[src/hdl/svpwm_pkg.sv]
// Shared constants for the space vector PWM duty core.
// No dependencies; used by space_vector_pwm_duty_core.
`timescale 1ns / 1ps
`default_nettype none
package svpwm_pkg;
    localparam int          DATA_W         = 16;
    localparam int          FRAC_BITS_DEF  = 14;
    localparam logic [15:0] PERIOD_RESET   = 16'd199;
    localparam logic [2:0]  SECTOR_1       = 3'd1;
    localparam logic [2:0]  SECTOR_2       = 3'd2;
    localparam logic [2:0]  SECTOR_3       = 3'd3;
    localparam logic [2:0]  SECTOR_4       = 3'd4;
    localparam logic [2:0]  SECTOR_5       = 3'd5;
    localparam logic [2:0]  SECTOR_6       = 3'd6;
endpackage
`default_nettype wire

[src/hdl/space_vector_pwm_duty_core.sv]
// Space vector PWM duty core: sector, active times and compare values.
// Depends on svpwm_pkg.
`timescale 1ns / 1ps
`default_nettype none
// One transaction is taken in every cycle (busy stays low). Each result comes
// out in order, flagged by o_valid, and it must be taken then since there is
// no back-pressure. The pipeline is the restoring divider, one quotient bit
// per pipeline stage (FRAC_BITS+1 stages), plus input, load, multiply and
// output stages. carrier_period may be written at any time the pipeline is
// empty; cfg_ready is always high.
module space_vector_pwm_duty_core #(
    parameter int FRAC_BITS = svpwm_pkg::FRAC_BITS_DEF
) (
    input  wire logic        i_clk,
    input  wire logic        i_rst_n,
    input  wire logic        start,
    output logic             busy,
    input  wire logic [15:0] i_phase_a_ref,
    input  wire logic [15:0] i_phase_b_ref,
    input  wire logic [15:0] i_phase_c_ref,
    input  wire logic [15:0] i_dc_bus,
    input  wire logic        i_cfg_valid,
    output logic             o_cfg_ready,
    input  wire logic [15:0] i_cfg_data,
    output logic             o_valid,
    output logic [15:0]      o_duty_a,
    output logic [15:0]      o_duty_b,
    output logic [15:0]      o_duty_c,
    output logic [2:0]       o_sector,
    output logic             o_overmodulated
);
    localparam int QW = FRAC_BITS + 1;
    localparam int PW = svpwm_pkg::DATA_W + QW;
    localparam logic [PW:0] HALF = (PW+1)'(1) << (FRAC_BITS - 1);

    assign busy        = 1'b0;
    assign o_cfg_ready = 1'b1;

    // configuration register
    logic [15:0] r_period;
    always_ff @(posedge i_clk) begin
        if (!i_rst_n) begin
            r_period <= svpwm_pkg::PERIOD_RESET;
        end else if (i_cfg_valid) begin
            r_period <= i_cfg_data;
        end
    end

    // stage 0: input capture, zero bus treated as one
    logic               r_v0;
    logic signed [15:0] r_a, r_b, r_c;
    logic [15:0]        r_bus;
    always_ff @(posedge i_clk) begin
        if (!i_rst_n) begin
            r_v0 <= 1'b0;
        end else begin
            r_v0 <= start;
        end
        r_a   <= i_phase_a_ref;
        r_b   <= i_phase_b_ref;
        r_c   <= i_phase_c_ref;
        r_bus <= (i_dc_bus == 16'd0) ? 16'd1 : i_dc_bus;
    end

    // stage 1 logic: min/max, differences, denominator, sector
    logic signed [15:0] n_mn, n_mx;
    logic signed [16:0] n_span_s, n_da_s, n_db_s, n_dc_s;
    logic               n_over;
    logic [15:0]        n_den;
    logic [2:0]         n_sec;
    always_comb begin
        n_mn = r_a;
        if (r_b < n_mn) n_mn = r_b;
        if (r_c < n_mn) n_mn = r_c;
        n_mx = r_a;
        if (r_b > n_mx) n_mx = r_b;
        if (r_c > n_mx) n_mx = r_c;
        n_span_s = 17'(n_mx) - 17'(n_mn);
        n_da_s   = 17'(r_a) - 17'(n_mn);
        n_db_s   = 17'(r_b) - 17'(n_mn);
        n_dc_s   = 17'(r_c) - 17'(n_mn);
        n_over   = n_span_s[15:0] > r_bus;
        n_den    = n_over ? n_span_s[15:0] : r_bus;
        if (r_b > r_c && r_a >= r_b) begin
            n_sec = svpwm_pkg::SECTOR_1;
        end else if (r_b > r_a && r_a >= r_c) begin
            n_sec = svpwm_pkg::SECTOR_2;
        end else if (r_c > r_a && r_b >= r_c) begin
            n_sec = svpwm_pkg::SECTOR_3;
        end else if (r_c > r_b && r_b >= r_a) begin
            n_sec = svpwm_pkg::SECTOR_4;
        end else if (r_a > r_b && r_c >= r_a) begin
            n_sec = svpwm_pkg::SECTOR_5;
        end else begin
            n_sec = svpwm_pkg::SECTOR_6;
        end
    end

    // divider pipeline: stage k holds remainder and partial quotient
    logic          r_dv  [0:QW];
    logic [16:0]   r_rem [0:QW][0:2];
    logic [QW-1:0] r_quo [0:QW][0:2];
    logic [15:0]   r_den [0:QW];
    logic [2:0]    r_sec [0:QW];
    logic          r_ovr [0:QW];

    always_ff @(posedge i_clk) begin
        if (!i_rst_n) begin
            for (int k = 0; k <= QW; k++) begin
                r_dv[k] <= 1'b0;
            end
        end else begin
            r_dv[0] <= r_v0;
            for (int k = 0; k < QW; k++) begin
                r_dv[k+1] <= r_dv[k];
            end
        end
        // load
        r_rem[0][0] <= {1'b0, n_da_s[15:0]};
        r_rem[0][1] <= {1'b0, n_db_s[15:0]};
        r_rem[0][2] <= {1'b0, n_dc_s[15:0]};
        for (int p = 0; p < 3; p++) begin
            r_quo[0][p] <= '0;
        end
        r_den[0] <= n_den;
        r_sec[0] <= n_sec;
        r_ovr[0] <= n_over;
        // one quotient bit per stage, stored remainder stays below twice the divisor
        for (int k = 0; k < QW; k++) begin
            for (int p = 0; p < 3; p++) begin
                if (r_rem[k][p] >= {1'b0, r_den[k]}) begin
                    r_rem[k+1][p] <= {r_rem[k][p][15:0] - r_den[k], 1'b0};
                    r_quo[k+1][p] <= {r_quo[k][p][QW-2:0], 1'b1};
                end else begin
                    r_rem[k+1][p] <= {r_rem[k][p][15:0], 1'b0};
                    r_quo[k+1][p] <= {r_quo[k][p][QW-2:0], 1'b0};
                end
            end
            r_den[k+1] <= r_den[k];
            r_sec[k+1] <= r_sec[k];
            r_ovr[k+1] <= r_ovr[k];
        end
    end

    // multiply stage: period times normalised time
    logic          r_mv;
    logic [PW-1:0] r_prod [0:2];
    logic [2:0]    r_msec;
    logic          r_movr;
    always_ff @(posedge i_clk) begin
        if (!i_rst_n) begin
            r_mv <= 1'b0;
        end else begin
            r_mv <= r_dv[QW];
        end
        for (int p = 0; p < 3; p++) begin
            r_prod[p] <= PW'(r_period) * PW'(r_quo[QW][p]);
        end
        r_msec <= r_sec[QW];
        r_movr <= r_ovr[QW];
    end

    // output stage: round half up and scale back
    logic [PW:0] n_sum [0:2];
    always_comb begin
        for (int p = 0; p < 3; p++) begin
            n_sum[p] = {1'b0, r_prod[p]} + HALF;
        end
    end

    always_ff @(posedge i_clk) begin
        if (!i_rst_n) begin
            o_valid <= 1'b0;
        end else begin
            o_valid <= r_mv;
        end
        o_duty_a        <= n_sum[0][FRAC_BITS +: 16];
        o_duty_b        <= n_sum[1][FRAC_BITS +: 16];
        o_duty_c        <= n_sum[2][FRAC_BITS +: 16];
        o_sector        <= r_msec;
        o_overmodulated <= r_movr;
    end
endmodule
`default_nettype wire

[config.mk]
export PLATFORM = sky130hd
export DESIGN_NAME = space_vector_pwm_duty_core
export DESIGN_NICKNAME = d
export VERILOG_FILES = /design/src/hdl/svpwm_pkg.sv /design/src/hdl/space_vector_pwm_duty_core.sv
export SDC_FILE = /design/constraint.sdc
export NUM_CORES = 2
export LEC_CHECK = 0
export BUFFER_PORTS_ARGS = -buffer_cell sky130_fd_sc_hd__buf_2
export CORE_AREA = 2 2 492 494
export DETAILED_ROUTE_END_ITERATION = 8
export DIE_AREA = 0 0 494 496
export GPL_ROUTABILITY_DRIVEN = 0
export PLACE_DENSITY = 0.53
export SYNTH_ARGS = -nofsm -noshare
export SYNTH_HDL_FRONTEND = slang
export SYNTH_SLANG_ARGS = --single-unit
[constraint.sdc]
create_clock -name i_clk -period 11.3 [get_ports i_clk]
set_clock_uncertainty 0.05 [all_clocks]
set_input_delay 2.26 -clock i_clk [delete_from_list [all_inputs] [get_ports i_clk]]
set_output_delay 2.26 -clock i_clk [all_outputs]
set_load 0.03 [all_outputs]
# Yosys cells after proc, flatten, opt, wreduce, memory -nomap -nowiden
# Memories as Yosys holds them, arrays and structs flattened. A register that Yosys moved wholly into a read port is not among the register bits.
# Cells that the tools add are included.
op_classes:
  n_addsub: 52
  mul: 3
  n_div: 0
  n_lt_le_gt_ge: 59
  n_eq_ne: 0
  shifts: 0
  muxes: 253
  n_bitwise: 106
  reduce_logical: 7
ops:
  columns: ["operator", "n"]
  rows:
  - ["$sub 16x16->16", 49]
  - ["$ge 17x16->1", 45]
  - ["$mux 17", 45]
  - ["$mux 15", 45]
  - ["$mux 1", 153]
  - ["$gt 16x16->1", 7]
  - ["$or 1x1->1", 106]
  - ["$mul 16x15->31", 3]
  - ["$add 30x14->30 const B", 3]
  - ["$ge 16x16->1", 5]
  - ["$mux 16", 5]
  - ["$lt 16x16->1", 2]
  - ["$logic_not 16->1", 1]
  - ["$mux 3", 4]
  - ["$logic_and 1x1->1", 5]
  - ["$mux 2", 1]
  - ["$logic_not 1->1", 1]
word_totals:
  regBits: 134
  latch_bits: 0
  mem_bits_rw: 1965
  rom_bits: 0
  out_inout_bits: 55
  wordCells: 499
  mem_count: 7
mem_list:
  columns: ["memory", "depth", "width", "read_ports", "rd_ports_with_merged_regs", "write_ports", "line_no", "text"]
  rows:
  - ["r_rem", 16, 51, 15, 0, 16, "space_vector_pwm_duty_core.sv:101", "logic [16:0] r_rem [0:QW][0:2];"]
  - ["r_quo", 16, 45, 16, 0, 16, "space_vector_pwm_duty_core.sv:102", "logic [QW-1:0] r_quo [0:QW][0:2];"]
  - ["r_den", 16, 16, 15, 0, 16, "space_vector_pwm_duty_core.sv:103", "logic [15:0] r_den [0:QW];"]
  - ["r_prod", 3, 31, 3, 0, 3, "space_vector_pwm_duty_core.sv:147", "logic [PW-1:0] r_prod [0:2];"]
  - ["r_sec", 16, 3, 16, 1, 16, "space_vector_pwm_duty_core.sv:104", "logic [2:0] r_sec [0:QW];"]
  - ["r_dv", 16, 1, 16, 1, 16, "space_vector_pwm_duty_core.sv:100", "logic r_dv [0:QW];"]
  - ["1 more memories", null, null, null, null, null, null, null]

# Logic depth before layout (Yosys ltp)
logic_depth:
  depth_word: 7
  ltp_mapped: 49
  mapped_depth_nobuf: 43

# Worst setup path after synthesis
# OpenSTA, ideal clock, no wires.
synth_path:
  path_type: "reg2reg"
  startpoint: "register r_b[15]"
  endpoint: "memory r_den[0][11]"
  setup_ns: 0.121
  t_arrival_ns: 8.341
  required_ns: 11.129
  setup_slack_ns: 2.789
  path_stages_with_launch: 46
  period_less_slack_ns: 8.511
  cell_sequence: "dfxtp_1 inv_1 ha_1 buf_6 a21oi_2 o21a_2 o21a_2 a31oi_2 o21ai_1 clkbuf_1 clkbuf_1 a21oi_1 ha_1 a211oi_1 o21ai_0 nand3_1 nor3_1 a2111o_1 [... 10 more ...] o311ai_1 nor3_1 o21bai_1 a21oi_1 xnor2_1 ha_1 a21o_1 a21oi_1 nor2b_1 o21ai_0 nand2b_1 a21oi_1 o31ai_1 a21o_1 a21oi_1 a21oi_1 clkbuf_1 mux2_2"
synth_lines:
  columns: ["element", "line_no", "text"]
  rows:
  - ["start, declared", "space_vector_pwm_duty_core.sv:51", "logic signed [15:0] r_a, r_b, r_c;"]
  - ["start signal, assigned", "space_vector_pwm_duty_core.sv:60", "r_b <= i_phase_b_ref;"]
  - ["end, declared", "space_vector_pwm_duty_core.sv:103", null]

==> flow_summary.ini <==
[outcome]
status = finished, final reports clean

[synthesis]
synthCells = 10727
synth_top_cells_by_area = dfxtp_1 (33%), ha_1 (14%), fa_1 (12%)
seq_area_frac_synth = 0.3259
synth_flop_cell = dfxtp_1
synth.top_cell.area_share = 0.3259
ys_types = 94
synth_most_common_cell = dfxtp_1
ys_async_sr_fraction = 0
synth-seq-cells = 1590
synth_warnings = 0
avgSynthCellArea_um2 = 9.106
synth_edf_count = 0
synth.cell_area_mm2 = 0.09768
ys_top_cells_by_count = dfxtp_1 (1590), inv_1 (1440), ha_1 (1132)
yosysTopAreaCell = dfxtp_1
synth_fp_nets = 12523

[final_layout]
drive_gt1_frac = 0.07374
final-instance-count-excl-fill = 14203
n_fill_cell = 22962
layout.nets = 12659
syn_to_final_growth_pct = 10.89

[timing]
fin_tns_setup_ps = 0
maxSlewViolCount = 0
maxSlewHeadroom = 0.1277
tightest_slew_ps = 1298
timing.final.crit_share = 0.8525
hold_viol = 0
min_period_ps = 9633
clock.fmax_mhz = 103.8
rsz0062_at_grt = false
setup_viol = 0

[drt]
routed_wl_um = 276900
vias_per_cell = 5.259
routedWlPerCell_um = 19.50
route.detailed.drc = 0
num_vias = 74690
dr.pass1.iters = 5
ant_nets = 0
drtIter0Drc = 4948

[setup_path]
crit_top_cell = ha_1
end_kind = register
critical_path_arrival_ps = 10310
rrSetupSlack_ps = 1670
required_ps = 11980
crit_slowest_cell = a21oi_2
crit_path_max_incr_delay_ps = 840
rr_worst_depth = 34
crit_type = register to register
cp_max_fo = 29
startpoint_type = register
regToRegEndpoint = r_den[0][14]
reg2reg_from = r_b[15]

[clock_tree]
cts_hold_buf = 0
htree_num_levels = 4
cts_tree = yes
cts_post_setup_buffers_inserted = 0
ctsResizeCount = 0
clk_latency_ps = 870
root_buffer = clkbuf_16
cts_buffers = 178
clock_sinks = 1590
clk_pin_slew_ps = 70
clock_path_buffers = 3

[global_route]
grt_max_degree = 47
grt_usage = 0.2237
first_global_vias = 74784
antenna_found_initial = 8
grt_overflow = 0
grt_pass1_wl_um = 430000

[placement]
dp_cells = 13868
io_buffers = 136
dp_hpwl_um = 221600

[flow_run]
cap_violations = 0

[die]
coreArea_mm2 = 0.2396
die_y_um = 496
die-area_mm2 = 0.2450
start_util = 0.4076
rows = 180
io_pins = 139
die_w_um = 494

[min_path]
min_to = r_quo[8][35]
hp-class = register to register
holdPathStages = 0
holdCritStartpoint = r_quo[7][34]
flip-flops by register name, summed over array words and instances (netlist names), 48 cells and up:
name / cells
r_den: 240
r_quo: 360
r_prod: 51
r_sec: 48
r_rem: 720
how the worst max path moves through the flow:
stage                       start           end  depth (start not counted)
after detailed placement  r_b[15]  r_den[0][14]                         34
after global placement     r_b[1]   r_den[0][9]                         35
after CTS                 r_b[15]  r_den[0][14]                         34
after global routing      r_b[15]  r_den[0][14]                         34
after floorplan           r_b[15]  r_den[0][11]                         45
final                     r_b[15]  r_den[0][14]                         34
routing by layer:
metal / routed length (um) / track usage / up-vias
met4: 7696 / 0.06256 / 2
met5: 13 / 0 / -
li1: - / - / 36250
met1: 128600 / 0.3062 / 36119
met2: 127600 / 0.3710 / 1923
met3: 12960 / 0.02645 / 396
cell families after synthesis:
logic type | Yosys count | share of synthesized area
and+or+nand+nor | 3136 | 0.1516
AOI/OAI and AO/OA | 2004 | 0.1330
adders and majority gates | 1716 | 0.2643
buffers and inverters | 1703 | 0.06635
DFF | 1590 | 0.3259
muxes | 310 | 0.03496
xor gates and xnor gates | 266 | 0.02385
other | 2 | 0.00007688
per-stage QoR:
stage                     hold WS (ps)  worst slack, ps  cell area, um2  utilization
after floorplan                  259.6             2789           97680            -
after global placement           260.0             1932          101800       0.4248
after detailed placement         262.1             1818          101800       0.4248
after CTS                        253.4             1760          108300       0.4519
after global routing             259.4            889.3          108300       0.4520
final                            253.8             1667          108300       0.4520
worst max-delay path: cells and delay by family, from the launching register on:
kind | cells | cell delay, ps
buffers and inverters | 3 | 370
xor gates and xnor gates | 1 | 170
AOI/OAI and AO/OA | 18 | 5160
DFF | 1 | 330
muxes | 2 | 900
adders and majority gates | 5 | 1770
and+or+nand+nor | 5 | 760
cell usage in the layout, fill, tap and decap left out, drive strengths merged, types with 42 or more instances in the layout:
cell,instances
a2111oi,44
a21boi,459
a21o,59
a21oi,280
and2,413
and3,42
buf,190
clkbuf,235
clkinv,44
dfxtp,1590
fa,580
ha,1132
inv,1477
mux2,239
mux2i,71
nand2,947
nand2b,64
nand3,394
nand4,164
nor2,788
nor2b,129
nor3,69
nor3b,53
nor4,51
o21a,48
o21ai,688
o31ai,282
xnor2,174
xor2,92
cell type report:
cell class,instances,area [um2],area share
tap,3185,3985,0.03679
inverter,1469,5514,0.05091
multi-input combinational,7434,59380,0.5482
clock inverter,93,1470,0.01357
timing repair buffer,190,1086,0.01003
sequential,1590,31830,0.2939
antenna,7,17.52,0.0001617
clock buffer,235,5029,0.04643
Power is not shown: default switching activity piles up to over one toggle a cycle in this logic, so the estimate is an artifact.
